===== src/rtl/tdfs_pkg.sv =====
// ----------------------------------------------------------------------------
// Scheduler package
// Sizes, codes and shared types of the tick driven FCFS scheduler.
// ----------------------------------------------------------------------------
package tdfs_pkg;

  localparam int SLOT_COUNT = 8;
  localparam int TIME_BITS  = 16;

  localparam int SLOT_W = (SLOT_COUNT > 1) ? $clog2(SLOT_COUNT) : 1;
  localparam int CNT_W  = $clog2(SLOT_COUNT + 1);

  // Fixed field widths of the transaction ports.
  localparam int FIELD_SLOT_W = 3;
  localparam int FIELD_W      = 16;

  typedef enum logic [2:0] {
    SLOT_EMPTY    = 3'd0,
    SLOT_READY    = 3'd1,
    SLOT_RUNNING  = 3'd2,
    SLOT_BLOCKED  = 3'd3,
    SLOT_FINISHED = 3'd4
  } slot_state_t;

  typedef enum logic [1:0] {
    KIND_FINISH  = 2'd0,
    KIND_SUMMARY = 2'd1,
    KIND_ACK     = 2'd2
  } res_kind_t;

  typedef enum logic [1:0] {
    CS_IDLE    = 2'd0,
    CS_LOAD    = 2'd1,
    CS_SCAN    = 2'd2,
    CS_SUMMARY = 2'd3
  } ctrl_state_t;

  typedef enum logic [2:0] {
    DP_NONE    = 3'd0,
    DP_CAPTURE = 3'd1,
    DP_LOAD    = 3'd2,
    DP_SCAN    = 3'd3,
    DP_SUMMARY = 3'd4
  } dp_op_t;

  typedef struct packed {
    dp_op_t            op;
    logic [SLOT_W-1:0] idx;
  } dp_cmd_t;

  // Saturate a value to the 16-bit result field.
  function automatic logic [FIELD_W-1:0] clamp16(input logic [31:0] v);
    logic [FIELD_W-1:0] r;
    r = (v > 32'h0000_FFFF) ? {FIELD_W{1'b1}} : v[FIELD_W-1:0];
    return r;
  endfunction

endpackage


===== src/rtl/tdfs_ctrl.sv =====
// ----------------------------------------------------------------------------
// Scheduler controller
// Sequences one transaction: capture, then a load step or a slot scan
// followed by the tick summary step.
// ----------------------------------------------------------------------------
module tdfs_ctrl (
  input  logic              clk,
  input  logic              rst_n,
  input  logic              start,
  input  logic              in_op,
  output logic              busy,
  output tdfs_pkg::dp_cmd_t cmd
);

  tdfs_pkg::ctrl_state_t             state_r, state_nxt;
  logic [tdfs_pkg::SLOT_W-1:0]       idx_r, idx_nxt;

  localparam logic [tdfs_pkg::SLOT_W-1:0] LAST_IDX =
    tdfs_pkg::SLOT_W'(tdfs_pkg::SLOT_COUNT - 1);

  always_ff @(posedge clk) begin
    if (!rst_n) begin
      state_r <= tdfs_pkg::CS_IDLE;
      idx_r   <= '0;
    end else begin
      state_r <= state_nxt;
      idx_r   <= idx_nxt;
    end
  end

  always_comb begin
    state_nxt = state_r;
    idx_nxt   = idx_r;
    cmd.op    = tdfs_pkg::DP_NONE;
    cmd.idx   = idx_r;
    busy      = 1'b1;
    unique case (state_r)
      tdfs_pkg::CS_IDLE: begin
        busy = 1'b0;
        if (start) begin
          cmd.op    = tdfs_pkg::DP_CAPTURE;
          idx_nxt   = '0;
          state_nxt = in_op ? tdfs_pkg::CS_SCAN : tdfs_pkg::CS_LOAD;
        end
      end
      tdfs_pkg::CS_LOAD: begin
        cmd.op    = tdfs_pkg::DP_LOAD;
        state_nxt = tdfs_pkg::CS_IDLE;
      end
      tdfs_pkg::CS_SCAN: begin
        cmd.op = tdfs_pkg::DP_SCAN;
        if (idx_r == LAST_IDX) begin
          state_nxt = tdfs_pkg::CS_SUMMARY;
        end else begin
          idx_nxt = idx_r + tdfs_pkg::SLOT_W'(1);
        end
      end
      tdfs_pkg::CS_SUMMARY: begin
        cmd.op    = tdfs_pkg::DP_SUMMARY;
        state_nxt = tdfs_pkg::CS_IDLE;
      end
      default: begin
        state_nxt = tdfs_pkg::CS_IDLE;
      end
    endcase
  end

endmodule


===== src/rtl/tdfs_datapath.sv =====
// ----------------------------------------------------------------------------
// Scheduler datapath
// Slot table, timers and counters, and the registered result stage.
// ----------------------------------------------------------------------------
module tdfs_datapath (
  input  logic                  clk,
  input  logic                  rst_n,
  input  tdfs_pkg::dp_cmd_t     cmd,
  input  logic                  in_op,
  input  logic [2:0]            in_slot,
  input  logic [15:0]           in_cpu_burst,
  input  logic [15:0]           in_io_burst,
  input  logic [15:0]           in_arrival_time,
  output logic                  out_valid,
  output logic [1:0]            out_kind,
  output logic [2:0]            out_finished_slot,
  output logic [15:0]           out_turnaround,
  output logic [15:0]           out_current_time,
  output logic [2:0]            out_running_slot,
  output logic                  out_running_valid,
  output logic [15:0]           out_busy_ticks,
  output logic [15:0]           out_idle_ticks,
  output logic                  out_all_done,
  output logic                  out_last
);

  localparam int SN = tdfs_pkg::SLOT_COUNT;
  localparam int SW = tdfs_pkg::SLOT_W;
  localparam int CW = tdfs_pkg::CNT_W;
  localparam int TW = tdfs_pkg::TIME_BITS;
  localparam int FW = tdfs_pkg::FIELD_W;
  localparam int FS = tdfs_pkg::FIELD_SLOT_W;
  localparam logic [TW-1:0] TIME_MAX = {TW{1'b1}};

  // Slot table.
  tdfs_pkg::slot_state_t status_r [SN];
  tdfs_pkg::slot_state_t status_nxt [SN];
  logic [FW-1:0] cpu_left_r [SN];
  logic [FW-1:0] cpu_left_nxt [SN];
  logic [FW-1:0] io_left_r [SN];
  logic [FW-1:0] io_left_nxt [SN];
  logic [FW-1:0] arrival_r [SN];
  logic [FW-1:0] arrival_nxt [SN];

  // Scalar state.
  logic [TW-1:0] tick_r, tick_nxt;
  logic [TW-1:0] busy_cnt_r, busy_cnt_nxt;
  logic [TW-1:0] idle_cnt_r, idle_cnt_nxt;
  logic [SW-1:0] owner_r, owner_nxt;
  logic          owner_vld_r, owner_vld_nxt;
  logic [CW-1:0] fin_cnt_r, fin_cnt_nxt;
  logic [CW-1:0] load_cnt_r, load_cnt_nxt;

  // Captured transaction.
  logic [FS-1:0] cap_slot_r, cap_slot_nxt;
  logic [FW-1:0] cap_cpu_r, cap_cpu_nxt;
  logic [FW-1:0] cap_io_r, cap_io_nxt;
  logic [FW-1:0] cap_arr_r, cap_arr_nxt;

  // Result stage.
  logic                res_vld_r, res_vld_nxt;
  tdfs_pkg::res_kind_t res_kind_r, res_kind_nxt;
  logic [FS-1:0]       res_fslot_r, res_fslot_nxt;
  logic [FW-1:0]       res_ta_r, res_ta_nxt;
  logic [FW-1:0]       res_now_r, res_now_nxt;
  logic [FS-1:0]       res_rslot_r, res_rslot_nxt;
  logic                res_rvld_r, res_rvld_nxt;
  logic [FW-1:0]       res_busy_r, res_busy_nxt;
  logic [FW-1:0]       res_idle_r, res_idle_nxt;
  logic                res_done_r, res_done_nxt;
  logic                res_last_r, res_last_nxt;

  // Shared combinational terms.
  logic [SW-1:0] load_idx;
  logic          load_ok;
  logic [FW-1:0] io_cur, io_dec;
  logic [31:0]   ta_wide;
  logic [FW-1:0] now16;
  logic          ready_found;
  logic [SW-1:0] ready_first;
  logic [SW-1:0] run_idx;
  logic          run_any;
  logic [FW-1:0] cpu_cur, cpu_dec;
  logic [CW-1:0] fin_inc;

  assign load_idx = SW'(cap_slot_r);
  assign load_ok  = (cap_cpu_r != '0) && (cap_io_r != '0) && (32'(cap_slot_r) < SN) &&
                    ((status_r[load_idx] == tdfs_pkg::SLOT_EMPTY) ||
                     (status_r[load_idx] == tdfs_pkg::SLOT_FINISHED));

  assign io_cur  = io_left_r[cmd.idx];
  assign io_dec  = (io_cur != '0) ? io_cur - FW'(1) : '0;
  assign ta_wide = (32'(tick_r) >= 32'(arrival_r[cmd.idx])) ?
                   32'(tick_r) - 32'(arrival_r[cmd.idx]) : 32'd0;
  assign now16   = tdfs_pkg::clamp16(32'(tick_r));
  assign fin_inc = fin_cnt_r + CW'(1);

  // Lowest-numbered ready slot.
  always_comb begin
    ready_found = 1'b0;
    ready_first = '0;
    for (int i = 0; i < SN; i++) begin
      if (!ready_found && (status_r[i] == tdfs_pkg::SLOT_READY)) begin
        ready_found = 1'b1;
        ready_first = SW'(i);
      end
    end
  end

  assign run_idx = owner_vld_r ? owner_r : ready_first;
  assign run_any = owner_vld_r | ready_found;
  assign cpu_cur = cpu_left_r[run_idx];
  assign cpu_dec = (cpu_cur != '0) ? cpu_cur - FW'(1) : '0;

  always_comb begin
    status_nxt    = status_r;
    cpu_left_nxt  = cpu_left_r;
    io_left_nxt   = io_left_r;
    arrival_nxt   = arrival_r;
    tick_nxt      = tick_r;
    busy_cnt_nxt  = busy_cnt_r;
    idle_cnt_nxt  = idle_cnt_r;
    owner_nxt     = owner_r;
    owner_vld_nxt = owner_vld_r;
    fin_cnt_nxt   = fin_cnt_r;
    load_cnt_nxt  = load_cnt_r;
    cap_slot_nxt  = cap_slot_r;
    cap_cpu_nxt   = cap_cpu_r;
    cap_io_nxt    = cap_io_r;
    cap_arr_nxt   = cap_arr_r;
    res_vld_nxt   = 1'b0;
    res_kind_nxt  = res_kind_r;
    res_fslot_nxt = res_fslot_r;
    res_ta_nxt    = res_ta_r;
    res_now_nxt   = res_now_r;
    res_rslot_nxt = res_rslot_r;
    res_rvld_nxt  = res_rvld_r;
    res_busy_nxt  = res_busy_r;
    res_idle_nxt  = res_idle_r;
    res_done_nxt  = res_done_r;
    res_last_nxt  = res_last_r;
    unique case (cmd.op)
      tdfs_pkg::DP_NONE: begin
      end
      tdfs_pkg::DP_CAPTURE: begin
        // The operation itself is tracked by the controller.
        cap_slot_nxt = in_op ? cap_slot_r : in_slot;
        cap_cpu_nxt  = in_cpu_burst;
        cap_io_nxt   = in_io_burst;
        cap_arr_nxt  = in_arrival_time;
      end
      tdfs_pkg::DP_LOAD: begin
        if (load_ok) begin
          if (status_r[load_idx] == tdfs_pkg::SLOT_EMPTY) begin
            load_cnt_nxt = load_cnt_r + CW'(1);
          end else begin
            fin_cnt_nxt = fin_cnt_r - CW'(1);
          end
          status_nxt[load_idx]   = tdfs_pkg::SLOT_READY;
          cpu_left_nxt[load_idx] = cap_cpu_r;
          io_left_nxt[load_idx]  = cap_io_r;
          arrival_nxt[load_idx]  = cap_arr_r;
        end
        res_vld_nxt   = 1'b1;
        res_kind_nxt  = tdfs_pkg::KIND_ACK;
        res_fslot_nxt = cap_slot_r;
        res_ta_nxt    = FW'(load_ok);
        res_now_nxt   = now16;
        res_rslot_nxt = owner_vld_r ? FS'(owner_r) : '0;
        res_rvld_nxt  = owner_vld_r;
        res_busy_nxt  = tdfs_pkg::clamp16(32'(busy_cnt_r));
        res_idle_nxt  = tdfs_pkg::clamp16(32'(idle_cnt_r));
        res_done_nxt  = (fin_cnt_nxt == load_cnt_nxt);
        res_last_nxt  = 1'b1;
      end
      tdfs_pkg::DP_SCAN: begin
        if (status_r[cmd.idx] == tdfs_pkg::SLOT_BLOCKED) begin
          io_left_nxt[cmd.idx] = io_dec;
          if (io_dec == '0) begin
            status_nxt[cmd.idx] = tdfs_pkg::SLOT_FINISHED;
            fin_cnt_nxt         = fin_inc;
            res_vld_nxt         = 1'b1;
            res_kind_nxt        = tdfs_pkg::KIND_FINISH;
            res_fslot_nxt       = FS'(cmd.idx);
            res_ta_nxt          = tdfs_pkg::clamp16(ta_wide);
            res_now_nxt         = now16;
            res_rslot_nxt       = '0;
            res_rvld_nxt        = 1'b0;
            res_busy_nxt        = tdfs_pkg::clamp16(32'(busy_cnt_r));
            res_idle_nxt        = tdfs_pkg::clamp16(32'(idle_cnt_r));
            res_done_nxt        = (fin_inc == load_cnt_r);
            res_last_nxt        = 1'b0;
          end
        end
      end
      tdfs_pkg::DP_SUMMARY: begin
        if (run_any) begin
          busy_cnt_nxt          = (busy_cnt_r == TIME_MAX) ? busy_cnt_r : busy_cnt_r + TW'(1);
          cpu_left_nxt[run_idx] = cpu_dec;
          if (cpu_dec == '0) begin
            status_nxt[run_idx] = tdfs_pkg::SLOT_BLOCKED;
            owner_vld_nxt       = 1'b0;
          end else begin
            status_nxt[run_idx] = tdfs_pkg::SLOT_RUNNING;
            owner_vld_nxt       = 1'b1;
          end
          owner_nxt = run_idx;
        end else if (fin_cnt_r < load_cnt_r) begin
          idle_cnt_nxt = (idle_cnt_r == TIME_MAX) ? idle_cnt_r : idle_cnt_r + TW'(1);
        end
        tick_nxt      = (tick_r == TIME_MAX) ? tick_r : tick_r + TW'(1);
        res_vld_nxt   = 1'b1;
        res_kind_nxt  = tdfs_pkg::KIND_SUMMARY;
        res_fslot_nxt = '0;
        res_ta_nxt    = '0;
        res_now_nxt   = now16;
        res_rslot_nxt = run_any ? FS'(run_idx) : '0;
        res_rvld_nxt  = run_any;
        res_busy_nxt  = tdfs_pkg::clamp16(32'(busy_cnt_nxt));
        res_idle_nxt  = tdfs_pkg::clamp16(32'(idle_cnt_nxt));
        res_done_nxt  = (fin_cnt_r == load_cnt_r);
        res_last_nxt  = 1'b1;
      end
      default: begin
      end
    endcase
  end

  always_ff @(posedge clk) begin
    if (!rst_n) begin
      for (int i = 0; i < SN; i++) begin
        status_r[i] <= tdfs_pkg::SLOT_EMPTY;
      end
      tick_r      <= '0;
      busy_cnt_r  <= '0;
      idle_cnt_r  <= '0;
      owner_vld_r <= 1'b0;
      fin_cnt_r   <= '0;
      load_cnt_r  <= '0;
      res_vld_r   <= 1'b0;
    end else begin
      status_r    <= status_nxt;
      tick_r      <= tick_nxt;
      busy_cnt_r  <= busy_cnt_nxt;
      idle_cnt_r  <= idle_cnt_nxt;
      owner_vld_r <= owner_vld_nxt;
      fin_cnt_r   <= fin_cnt_nxt;
      load_cnt_r  <= load_cnt_nxt;
      res_vld_r   <= res_vld_nxt;
    end
  end

  always_ff @(posedge clk) begin
    cpu_left_r  <= cpu_left_nxt;
    io_left_r   <= io_left_nxt;
    arrival_r   <= arrival_nxt;
    owner_r     <= owner_nxt;
    cap_slot_r  <= cap_slot_nxt;
    cap_cpu_r   <= cap_cpu_nxt;
    cap_io_r    <= cap_io_nxt;
    cap_arr_r   <= cap_arr_nxt;
    res_kind_r  <= res_kind_nxt;
    res_fslot_r <= res_fslot_nxt;
    res_ta_r    <= res_ta_nxt;
    res_now_r   <= res_now_nxt;
    res_rslot_r <= res_rslot_nxt;
    res_rvld_r  <= res_rvld_nxt;
    res_busy_r  <= res_busy_nxt;
    res_idle_r  <= res_idle_nxt;
    res_done_r  <= res_done_nxt;
    res_last_r  <= res_last_nxt;
  end

  assign out_valid         = res_vld_r;
  assign out_kind          = res_kind_r;
  assign out_finished_slot = res_fslot_r;
  assign out_turnaround    = res_ta_r;
  assign out_current_time  = res_now_r;
  assign out_running_slot  = res_rslot_r;
  assign out_running_valid = res_rvld_r;
  assign out_busy_ticks    = res_busy_r;
  assign out_idle_ticks    = res_idle_r;
  assign out_all_done      = res_done_r;
  assign out_last          = res_last_r;

endmodule


===== src/rtl/tick_driven_fcfs_process_scheduler_core.sv =====
// ----------------------------------------------------------------------------
// Tick driven FCFS process scheduler core
// Process-slot table with first-come-first-served CPU dispatch and I/O
// countdown, advanced one time unit per tick transaction.
// ----------------------------------------------------------------------------
//
//   Channel   Handshake               Payload
//   -------   ---------------------   --------------------------------------
//   input     start / busy            in_op, in_slot, in_cpu_burst,
//                                     in_io_burst, in_arrival_time
//   result    out_valid (one cycle)   out_kind ... out_last
//
// A transaction is taken at a rising edge with start high and busy low.
// A load has a capture step, then the table write; its
// acknowledge is on the result ports in the cycle after, when busy is
// already low again. A tick has a capture step, one scan step per slot
// and a summary step; the scan visits the slots one per cycle, which
// sets the tick length.
// Reset is synchronous and active low; it empties every slot and clears
// the time, counters and CPU owner. Results cannot be stalled.
//
// The core splits into a controller, which sequences the steps of each
// transaction, and a datapath, which holds the slot table and the result
// register. They talk only through the command struct.
//
// Tick order: every blocked slot counts its I/O down during its scan cycle
// and, when it reaches zero, finishes and presents a finish result with its
// turnaround (current time minus arrival, zero if arrival is later). In the
// summary cycle a free CPU goes to the lowest ready slot, the owner runs for
// one unit and blocks for I/O when its CPU work is used up, the busy or
// idle counter advances (idle only while loaded work is open) and the
// time advances. Timers saturate at their maximum. Loads with a zero
// burst, or into a slot still in use, are refused and acknowledged with
// a turnaround field of zero.
module tick_driven_fcfs_process_scheduler_core (
  input  logic        clk,
  input  logic        rst_n,
  input  logic        start,
  output logic        busy,
  input  logic        in_op,
  input  logic [2:0]  in_slot,
  input  logic [15:0] in_cpu_burst,
  input  logic [15:0] in_io_burst,
  input  logic [15:0] in_arrival_time,
  output logic        out_valid,
  output logic [1:0]  out_kind,
  output logic [2:0]  out_finished_slot,
  output logic [15:0] out_turnaround,
  output logic [15:0] out_current_time,
  output logic [2:0]  out_running_slot,
  output logic        out_running_valid,
  output logic [15:0] out_busy_ticks,
  output logic [15:0] out_idle_ticks,
  output logic        out_all_done,
  output logic        out_last
);

  // Step command from the controller to the datapath.
  tdfs_pkg::dp_cmd_t cmd;

  tdfs_ctrl u_ctrl (
    .clk   (clk),
    .rst_n (rst_n),
    .start (start),
    .in_op (in_op),
    .busy  (busy),
    .cmd   (cmd)
  );

  tdfs_datapath u_dp (
    .clk               (clk),
    .rst_n             (rst_n),
    .cmd               (cmd),
    .in_op             (in_op),
    .in_slot           (in_slot),
    .in_cpu_burst      (in_cpu_burst),
    .in_io_burst       (in_io_burst),
    .in_arrival_time   (in_arrival_time),
    .out_valid         (out_valid),
    .out_kind          (out_kind),
    .out_finished_slot (out_finished_slot),
    .out_turnaround    (out_turnaround),
    .out_current_time  (out_current_time),
    .out_running_slot  (out_running_slot),
    .out_running_valid (out_running_valid),
    .out_busy_ticks    (out_busy_ticks),
    .out_idle_ticks    (out_idle_ticks),
    .out_all_done      (out_all_done),
    .out_last          (out_last)
  );

endmodule


===== config.mk =====
export PLATFORM = sky130hd
export DESIGN_NAME = tick_driven_fcfs_process_scheduler_core
export DESIGN_NICKNAME = d
export VERILOG_FILES = /design/src/rtl/tdfs_pkg.sv /design/src/rtl/tdfs_ctrl.sv /design/src/rtl/tdfs_datapath.sv /design/src/rtl/tick_driven_fcfs_process_scheduler_core.sv
export SDC_FILE = /design/constraint.sdc
export NUM_CORES = 1
export LEC_CHECK = 0
export BUFFER_PORTS_ARGS = -buffer_cell sky130_fd_sc_hd__buf_2
export CORE_ASPECT_RATIO = 2
export CORE_MARGIN = 2
export CORE_UTILIZATION = 55
export CTS_BUF_LIST = sky130_fd_sc_hd__clkbuf_8 sky130_fd_sc_hd__clkbuf_16
export CTS_CLUSTER_SIZE = 8
export DETAILED_ROUTE_END_ITERATION = 8
export PLACE_DENSITY = 0.81
export SLEW_MARGIN = 10
export SYNTH_ARGS = -nofsm -noshare
export SYNTH_HDL_FRONTEND = slang
export SYNTH_SLANG_ARGS = --single-unit

===== constraint.sdc =====
create_clock -name clk -period 7.6 [get_ports clk]
set_input_delay 0.38 -clock clk [delete_from_list [all_inputs] [get_ports clk]]
set_output_delay 0.38 -clock clk [all_outputs]
set_load 0.03 [all_outputs]

; ---- Yosys cells after proc, flatten, opt, wreduce, memory -nomap -nowiden
; Index checks and enable logic that the tools add are counted.
[word_totals]
out_inout_bits = 77
regBits = 600
word_cells = 293
[op_classes]
bitwise = 18
reduce_logical = 47
mux = 122
addsub = 10
eq_ne = 31
magnitude_cmp = 9
[ops]
columns = cell, count
row1 = bitwise mux 128 bit, 5
row2 = two-way mux 128 bit, 4
row3 = case mux 128 bit (2 select lines), 2
row4 = two-way mux 16 bit, 25
row5 = binary-select mux 16 bit (select 3 bit), 3
row6 = demux 16 bit (select 3 bit), 3
row7 = case mux 16 bit (3 select lines), 3
row8 = two-way mux 24 bit, 5
row9 = case mux 24 bit (3 select lines), 1
row10 = nonzero test 16 bit, 4
row11 = two-way mux 3 bit, 20
row12 = "adder 16 x 1 -> 16 bit, second input constant", 3
row13 = bitwise AND 16 bit, 3
row14 = "equality test 16 bit, second input constant", 3
row15 = NOT 16 bit, 3
row16 = "greater-than comparator 32 x 16 -> 1 bit, second input constant", 1
row17 = logical NOT 16 bit, 2
row18 = two-way mux 32 bit, 1
row19 = two-way mux 4 bit, 8
row20 = case mux 16 bit (2 select lines), 1
row21 = "subtractor 16 x 1 -> 16 bit, second input constant", 2
row22 = demux 3 bit (select 3 bit), 3
row23 = "equality test 3 x 1 -> 1 bit, second input constant", 9
row24 = bitwise OR 8 bit, 3
row25 = other kinds (42), 120

; ---- Logic depth before layout (Yosys ltp)
; Gate-level depths: netlist (run 1).
[logic_depth]
depth_word = 34
mapped_depth = 25

; ---- Cells and area by module
; A second synthesis (run 1) with hierarchy kept.
[hier_totals]
hier_cells = 2401
area_unflattened_um2 = 28995.3
[by_module_without_submodules]
columns = mod, cells_per_inst, n_inst, area_per_inst_um2
row1 = tdfs_datapath, 2357, 1, 28606.2
row2 = tdfs_ctrl, 44, 1, 389.1

; ---- Least setup slack after synthesis (run 1)
; OpenSTA, ideal clock, no wires.
[synth_timing]
path_kind = reg-to-reg
startpoint = reg u_ctrl.idx_r[2] (netlist name)
endpoint = reg u_dp.res_ta_r[10] (netlist: u_dp.out_turnaround[10]), data pin
required_time_ns = 7.330
arrival_time_ns = 5.057
path_stages_with_launch = 25
setup_slack_ns = 2.273
cell_sequence = dfxtp_1 > buf_2 > buf_2 > buf_2 > buf_1 > clkbuf_1 > nor2_1 > clkbuf_1 > a22oi_1 > and4_1 > ha_1 > nor2b_1 > o21ai_0 > a21oi_1 > o21ai_0 > a21oi_1 > o21a_1 > o21a_1 > o31a_1 > o211ai_1 > nand3b_1 > a211o_1 > nand2_1 > clkbuf_1 > a21oi_1
[synth_via]
elab_chain_len = 11
word_cells_on_any_way = 12
[synth_lines]
columns = element, line_no
row1 = "start, declared", tdfs_ctrl.sv:16  ; logic [tdfs_pkg::SLOT_W-1:0] idx_r, idx_nxt;
row2 = "start signal, assigned", tdfs_ctrl.sv:27  ; idx_r <= idx_nxt;
row3 = NOT 3 -> 4 bit (implied by the code) (*), "tdfs_datapath.sv:93, tdfs_datapath.sv:94"
row4 = binary-select mux 16 bit (select 3 bit) (*), "tdfs_datapath.sv:93, tdfs_datapath.sv:94"
row5 = two-way mux 16 bit (implied by the code) (*) (2 in series), "tdfs_datapath.sv:93, tdfs_datapath.sv:94"
row6 = subtractor 16 x 16 -> 17 bit / greater-or-equal comparator 16 bit (equally long branches), "tdfs_datapath.sv:94, tdfs_datapath.sv:93"
row7 = two-way mux 32 bit (*), tdfs_datapath.sv:93  ; assign ta_wide = (32'(tick_r) >= 32'(arrival_r[cmd.idx])) ?
row8 = greater-than comparator 32 x 16 -> 1 bit, tdfs_pkg.sv:54  ; r = (v > 32'h0000_FFFF) ? {FIELD_W{1'b1}} : v[FIELD_W-1:0];
row9 = two-way mux 16 bit (*), tdfs_pkg.sv:54
row10 = two-way mux 16 bit (*), tdfs_datapath.sv:179  ; if (io_dec == '0) begin
row11 = two-way mux 16 bit (*), tdfs_datapath.sv:177  ; if (status_r[cmd.idx] == tdfs_pkg::SLOT_BLOCKED) begin
row12 = case mux 16 bit (3 select lines) (*), tdfs_datapath.sv:142  ; unique case (cmd.op)
row13 = "end signal, assigned", tdfs_datapath.sv:264  ; res_ta_r <= res_ta_nxt;
row14 = "end, declared", tdfs_datapath.sv:64  ; logic [FW-1:0] res_ta_r, res_ta_nxt;
; Every way passes the cells marked *; elsewhere a longest branch is shown, timed or not. The select of a mux whose other input is x is not followed.
; A chain may end at the register's enable or synchronous reset.

; ---- Worst setup path after layout (run 1)
[layout_timing]
startpoint = reg u_ctrl.idx_r[1] (netlist name)
endpoint = reg u_dp.status_r[12] (netlist name)
[layout_via]
elab_chain_len = 10
word_cells_on_any_way = 25
[layout_lines]
columns = element, line_no
row1 = NOT 3 -> 4 bit (implied by the code) (*), "tdfs_datapath.sv:91, tdfs_datapath.sv:177, tdfs_datapath.sv:180"
row2 = "parallel branches: the longest is 9 deep, another holds subtractor 16 x 1 -> 16 bit", -
row3 = "end signal, assigned by index", tdfs_datapath.sv:232  ; status_r[i] <= tdfs_pkg::SLOT_EMPTY;
row4 = "end signal, assigned", tdfs_datapath.sv:242  ; status_r <= status_nxt;
row5 = "end, declared", tdfs_datapath.sv:36  ; tdfs_pkg::slot_state_t status_r [SN];
; Every way passes the cells marked *. The select of a mux whose other input is x is not followed.

==> results of run 1 <==
-- cell usage in the layout, fill, tap and decap left out, types with 26 or more instances in the layout --
master / instances
a22oi_1: 50
buf_4: 54
nand4_1: 26
edfxtp_1: 513
o21ai_0: 139
nand2_1: 231
nand3_1: 57
buf_2: 131
mux2i_1: 46
and2_1: 47
o22ai_1: 193
a22o_1: 45
nor2_1: 131
dlygate4sd3_1: 51
xor2_1: 31
xnor2_1: 37
and3_1: 30
inv_1: 87
dfxtp_1: 84
ha_1: 34
a21oi_1: 113
clkbuf_16: 86
-- sequential cells by signal, indices dropped and copies added (netlist names), 16 cells and up --
| signal | count |
|---|---|
| u_dp.busy_cnt_r | 16 |
| u_dp.idle_cnt_r | 16 |
| u_dp.cap_io_r | 16 |
| u_dp.out_current_time | 16 |
| u_dp.cpu_left_r | 128 |
| u_dp.status_r | 24 |
| u_dp.cap_cpu_r | 16 |
| u_dp.out_turnaround | 16 |
| u_dp.io_left_r | 128 |
| u_dp.arrival_r | 128 |
| u_dp.cap_arr_r | 16 |
| u_dp.now16 | 16 |
| u_dp.out_busy_ticks | 16 |
| u_dp.out_idle_ticks | 16 |
-- metrics by stage --
stage               setup WS (ns)  area, um2
floorplan                    2.27      28300
global route                 1.11      32600
finish                       1.49      32600
detailed placement           1.63      29700
global placement             1.73      29700
CTS                          1.54      32600
-- kinds of logic (layout without fill, tap and decap cells) --
group / after synthesis / after routing / synth area share
AO/OA/AOI/OAI: 710 / 710 / 0.166
AND/OR/NAND/NOR: 691 / 691 / 0.123
flip-flops: 600 / 600 / 0.605
buffers and inverters: 198 / 416 / 0.0280
multiplexers: 88 / 88 / 0.0404
XOR/XNOR: 68 / 68 / 0.0210
adder cells (fa/ha/maj): 35 / 35 / 0.0157
other: 0 / 3 / 0
-- repair_timing --
item                                   CTS  global route
hold buffers                            51             0
gates resized for setup                  0             0
setup buffers                            0             0
endpoints found under the hold margin   51             0
-- critical path, stage by stage, from the launching register on --
cell	delay [ns]
dfxtp_2	0.87
buf_4	0.44
nor3b_2	0.08
buf_4	0.27
a221o_1	0.40
or2_2	0.28
ha_1	0.23
o2111ai_1	0.39
nor4_1	0.14
mux2i_1	0.57
and3_1	0.30
and4b_1	0.28
o221a_4	0.21
buf_4	0.61
a21oi_1	0.17
nor2_1	0.14
or4b_1	0.46
a21oi_1	0.15
-- power by group through the flow --
| stage | Combinational [W] | Sequential (W) | Clock, W |
|---|---|---|---|
| floorplan | 0.00358 | 0.00516 | 0 |
| global placement | 0.00551 | 0.00494 | 0 |
| detailed placement | 0.00564 | 0.00497 | 0 |
| CTS | 0.00569 | 0.00491 | 0.00343 |
| global route | 0.00617 | 0.00498 | 0.00357 |
| finish | 0.00591 | 0.00494 | 0.00342 |
-- how the worst max path moves through the flow --
stage | end | slack, ns | cells after the start
2_1_floorplan | u_dp.out_turnaround[10]$_SDFFCE_PP0P_ | 2.27 | 24
3_3_place_gp | u_dp.status_r[12]$_SDFFE_PN0P_ | 1.73 | 17
3_5_place_dp | u_dp.status_r[12]$_SDFFE_PN0P_ | 1.63 | 17
4_1_cts | u_dp.status_r[12]$_SDFFE_PN0P_ | 1.54 | 17
5_1_grt | u_dp.status_r[12]$_SDFFE_PN0P_ | 1.11 | 17
6_report | u_dp.status_r[12]$_SDFFE_PN0P_ | 1.49 | 17
-- final cells by class --
cell class | count | area, um2 | share of cell area
multi-input combinational | 1592 | 10500 | 0.321
clock inverter | 49 | 264 | 0.00810
sequential | 600 | 17200 | 0.526
tap | 654 | 818 | 0.0251
inverter | 45 | 169 | 0.00518
timing repair buffer | 236 | 1570 | 0.0482
clock buffer | 86 | 2150 | 0.0660
antenna | 3 | 7.51 | 0.000230
-- per-layer routing --
layer | global-route usage | share of wire | up-vias
met4 | 0.280 | 0.090 | 0
met1 | 0.376 | 0.31 | 10800
met2 | 0.591 | 0.50 | 1829
met5 | 0 | 0 | -
li1 | - | - | 9618
met3 | 0.0736 | 0.10 | 562
==> impl_metrics.csv, run 1 <==
group,metric,value,unit
setup_path,crit_path_start_kind,"register",
global_route,antenna_found_initial,2,
detailed_routing,post-route-drc-count,0,
power_and_ir_drop,p_per_area,438,nW/um2
cts,cts_root_buf,"clkbuf_16",
setup_path,required,8.16,ns
global_route,grt.total_usage,0.351,
timing,worst_slew_pin_slew,1.26,ns
hold_path,min_to,"u_dp.cap_slot_r[1]$_DFFE_PP_",
place,place_inst,3076,
place,gp_congestion,1.01,
power_and_ir_drop,p_int,0.00816,W
power_and_ir_drop,p_sw,0.00611,W
flow_run,max_cap_viol_count,0,
logic_synthesis,syn_area,28300,um2
floorplan,ios,132,
logic_synthesis,synth_fp_nets,2480,
logic_synthesis,synth.largest_area_cell,"edfxtp_1",
setup_path,startpoint,"u_ctrl.idx_r[1]$_SDFFE_PN0P_",
logic_synthesis,synth_common_cells,"edfxtp_1, nand2_1, o22ai_1, nor2_1, o21ai_0",
power_and_ir_drop,power_frac_clock,0.240,
timing,relSlewSlack,0.162,
timing,fin_skew,0.0320,ns
logic_synthesis,yosys-top-cells-area,"edfxtp_1, dfxtp_1, o22ai_1",
power_and_ir_drop,p_total,0.0143,W
place,portBuffers,131,
final_layout,fin_util,0.640,
power_and_ir_drop,p_comb_frac,0.414,
timing,maxSlewViolCount,0,
detailed_routing,num_vias,22800,
cts,clock_path_buffers,3,
detailed_routing,routed_wl,93700,um
setup_path,crit_type,"register to register",
global_route,grt_overflow,0,
place,hpwl,59700,um
floorplan,dieArea,53400,um2
timing,setup_violations,0,
floorplan,start_util,0.556,
detailed_routing,dr.first_iter.drc_count,2675,
timing,hold_violations,0,
timing,fin_crit_sh,0.804,
logic_synthesis,ys_ff_latch,600,
hold_path,worst_hold_path.num_cells,2,
logic_synthesis,ys.flop_type,"edfxtp_1",
power_and_ir_drop,switching_share,0.428,
detailed_routing,routedWlPerCell,28.7,um
logic_synthesis,synth_cells,2390,
final_layout,stdcell_count,3265,
floorplan,num_rows,117,
cts,clk_latency,0.64,ns
cts,htreeDepth,3,
logic_synthesis,yosysMostFrequentCell,"edfxtp_1",
detailed_routing,dr.pass1.iters,7,
floorplan,core_area,50900,um2
setup_path,cp.arrival,6.67,ns
final_layout,area_growth,15.0,%
floorplan,die_w,164,um
setup_path,critPathMaxFanout,62,
power_and_ir_drop,ir_drop,279,uV
setup_path,end_kind,"register",
logic_synthesis,yosysUniqueCellTypes,100,
cts,cts_buffers,84,
final_layout,final_nets,2649,
timing,setup_tns,0,ns
logic_synthesis,ys_seq_area_frac,0.605,
global_route,grt_pass1_wl,139000,um
hold_path,hold_start,"in_op",
timing,rsz0062_at_grt,"no",
setup_path,regToRegSetupSlack,1.49,ns
global_route,grt_max_degree,63,
detailed_routing,via_per_inst,6.99,
setup_path,rr_startpoint,"u_ctrl.idx_r[1]$_SDFFE_PN0P_",
setup_path,timing.rr.end,"u_dp.status_r[12]$_SDFFE_PN0P_",
floorplan,die_h,325,um
run_status,outcome,"complete, no violations",
detailed_routing,ant_nets,0,
power_and_ir_drop,power_leakage,11.7,nW
cts,path_clk_slew,0.06,ns
power_and_ir_drop,p_seq_frac,0.346,
logic_synthesis,synth_edf_count,513,
logic_synthesis,synth_top_area_share,0.544,
final_layout,drive_gt1_frac,0.145,
cts,clkSinkCount,600,
timing,whs,0.110,ns
cts,tritoncts,"built",
logic_synthesis,yosys_warnings,0,
setup_path,ff2ff_path_depth,17,
timing,min_period,6.11,ns
final_layout,fillCellCount,3750,
hold_path,worstHoldPathType,"input port to register",
timing,max_freq,0.164,GHz
global_route,grt_pass1_vias,23300,
logic_synthesis,postSynthAreaPerCell,11.9,um2
logic_synthesis,synthArstFlopShare,0,
Power figures use the tool's default switching activity.
==> run 2, diff against run 1 <==
==> constraint.sdc (replaced) <==
create_clock -name clk -period 6 [get_ports clk]
set_input_delay 0.3 -clock clk [delete_from_list [all_inputs] [get_ports clk]]
set_output_delay 0.3 -clock clk [all_outputs]
set_load 0.03 [all_outputs]
==> run 2 against run 1 <==
  * Total power up 28%
  * Die area stayed put
  * Flip-flop and latch count unchanged
  * Global-route usage rose by 0.35 points
  * Cell area is 0.84% higher
  * Clock skew shrank 0.0036 ns
  * First-iteration DRC count down 13%
  * Via count is 0.11% lower
  * Sequential power is 27% higher
  * Critical endpoint is now u_dp.status_r[9]$_SDFFE_PN0P_
  * Largest power group unchanged
==> impl_metrics.csv, run 2 (synthesized netlist as in run 1, its figures left out) <==
group,metric,value,unit
timing,worst_slew_pin_slew,1.17,ns
detailed_routing,dr.pass1.iters,8,
final_layout,drive_gt1_frac,0.154,
detailed_routing,post-route-drc-count,0,
place,place_inst,3106,
cts,clk_latency,0.65,ns
global_route,grt_overflow,0,
timing,maxSlewViolCount,0,
floorplan,ios,132,
floorplan,die_w,164,um
power_and_ir_drop,p_int,0.0104,W
setup_path,required,6.57,ns
floorplan,num_rows,117,
final_layout,largestRegisters,"u_dp.arrival_r: 128 flops, u_dp.cpu_left_r: 128 flops, u_dp.io_left_r: 128 flops",
timing,max_freq,0.182,GHz
global_route,grt_pass1_wl,139000,um
setup_path,crit_path_start_kind,"register",
detailed_routing,via_per_inst,6.92,
final_layout,insertedDiodeCount,0,
flow_run,max_cap_viol_count,0,
cts,cts_root_buf,"clkbuf_16",
setup_path,critPathMaxFanout,25,
global_route,grt_max_degree,76,
cts,postCtsHoldBufs,51,
hold_path,worst_hold_path.num_cells,3,
final_layout,final_nets,2679,
floorplan,start_util,0.556,
cts,clock_path_buffers,3,
floorplan,core_area,50900,um2
timing,rsz0062_at_grt,"no",
cts,clkSinkCount,600,
detailed_routing,num_vias,22800,
final_layout,final_cell_area,32900,um2
final_layout,final_common_cell,"edfxtp_1",
setup_path,cp.arrival,6.06,ns
timing,hold_violations,0,
final_layout,fillCellCount,3803,
timing,fin_crit_sh,0.915,
run_status,outcome,"complete, no violations",
power_and_ir_drop,switching_share,0.431,
cts,tritoncts,"built",
power_and_ir_drop,power_frac_clock,0.237,
global_route,grt.total_usage,0.355,
place,hpwl,62300,um
place,placed_cell_area,29900,um2
final_layout,stdcell_count,3298,
power_and_ir_drop,ir_drop,416,uV
floorplan,die_h,325,um
detailed_routing,route.met3.wl,8890,um
final_layout,area_growth,16.0,%
timing,setup_violations,0,
setup_path,end_kind,"register",
global_route,antenna_found_initial,1,
detailed_routing,route.layer.met1.wl,29000,um
cts,path_clk_slew,0.05,ns
timing,relSlewSlack,0.219,
hold_path,worstHoldPathType,"input port to register",
timing,setup_tns,0,ns
detailed_routing,routedWlPerCell,28.9,um
detailed_routing,dr.first_iter.drc_count,2325,
cts,ctsResizeCount,0,
power_and_ir_drop,p_comb_frac,0.420,
cts,htreeDepth,3,
setup_path,ff2ff_path_depth,13,
setup_path,regToRegSetupSlack,0.51,ns
final_layout,most-common-layout-cells,"edfxtp_1, nand2_1, o22ai_1, o21ai_0",
setup_path,crit_type,"register to register",
place,portBuffers,131,
floorplan,dieArea,53400,um2
timing,min_period,5.49,ns
global_route,grt_pass1_vias,23200,
power_and_ir_drop,power_leakage,11.8,nW
power_and_ir_drop,p_sw,0.00790,W
timing,fin_skew,0.0283,ns
power_and_ir_drop,p_seq_frac,0.342,
detailed_routing,ant_nets,0,
cts,cts_buffers,84,
place,gp_congestion,1.02,
detailed_routing,wl_met2,48100,um
detailed_routing,routed_wl,95300,um
power_and_ir_drop,p_per_area,557,nW/um2
detailed_routing,topRoutingLayerUsed,"met5",
cts,postCtsSetupBuffers,0,
-- run 2: changes by cell type in the layout (fill, tap and decap cells not counted), moves of 2 or more --
cell,before,now
buf_4,54,83
clkbuf_16,86,84
clkinv_16,1,3
clkinv_8,0,3
diode_2,3,0
inv_1,87,93
inv_16,3,1
-- run 2: cell type report --
class,count,area [um2],share of cell area
multi-input cells,1592,10500,0.318
well taps,654,818,0.0249
inverters,45,169,0.00514
clock buffers,84,2100,0.0640
repair buffers,266,1810,0.0551
flip-flops and latches,600,17200,0.522
clock inverters,57,347,0.0105
-- run 2: per-layer routing --
metal | GRT usage | up-vias
met2 | 0.609 | 1702
li1 | - | 9675
met3 | 0.0756 | 573
met5 | 0 | -
met4 | 0.298 | 2
met1 | 0.360 | 10900
-- run 2: worst max-delay path: stages (launching register included) --
cell and delay (ns):
dfxtp_1 0.41, nor3b_1 0.56, o41ai_1 0.17, and4_4 0.26, nor2_4 0.54, mux2_4 0.37, a2111oi_4 0.52, o221ai_1 0.34
nor3b_4 0.42, nand2_1 0.17, or4_1 0.50, mux2i_1 0.22, nor3_2 0.67, o211a_1 0.27
-- run 2: worst paths after layout --
kind,startpoint,end
worst max-delay path,u_dp.status_r[3]$_SDFFE_PN0P_,u_dp.status_r[9]$_SDFFE_PN0P_
worst min-delay path,in_op,u_ctrl.state_r[1]$_SDFFE_PN0P_
worst max register to register,u_dp.status_r[3]$_SDFFE_PN0P_,u_dp.status_r[9]$_SDFFE_PN0P_
worst min register to register,u_dp.status_r[17]$_SDFFE_PN0P_,u_dp.status_r[17]$_SDFFE_PN0P_
-- run 2: through the flow --
| step | setup slack (ns) | total power [W] | util | hold slack, ns |
|---|---|---|---|---|
| 4_1_cts | 0.603 | 0.0180 | 0.645 | 0.0688 |
| 2_1_floorplan | 0.673 | 0.0111 | - | 0.399 |
| 6_report | 0.509 | 0.0183 | 0.645 | 0.0735 |
| 3_3_place_gp | 0.826 | 0.0135 | 0.587 | 0.476 |
| 3_5_place_dp | 0.677 | 0.0136 | 0.587 | 0.478 |
| 5_1_grt | 0.339 | 0.0189 | 0.645 | 0.0885 |
-- run 2: power groups by stage --
stage / registers, W / logic, W / clock network, W
3_3_place_gp: 0.00627 / 0.00719 / 0
6_report: 0.00627 / 0.00770 / 0.00434
4_1_cts: 0.00624 / 0.00739 / 0.00434
5_1_grt: 0.00631 / 0.00804 / 0.00453
2_1_floorplan: 0.00653 / 0.00454 / 0
3_5_place_dp: 0.00631 / 0.00733 / 0
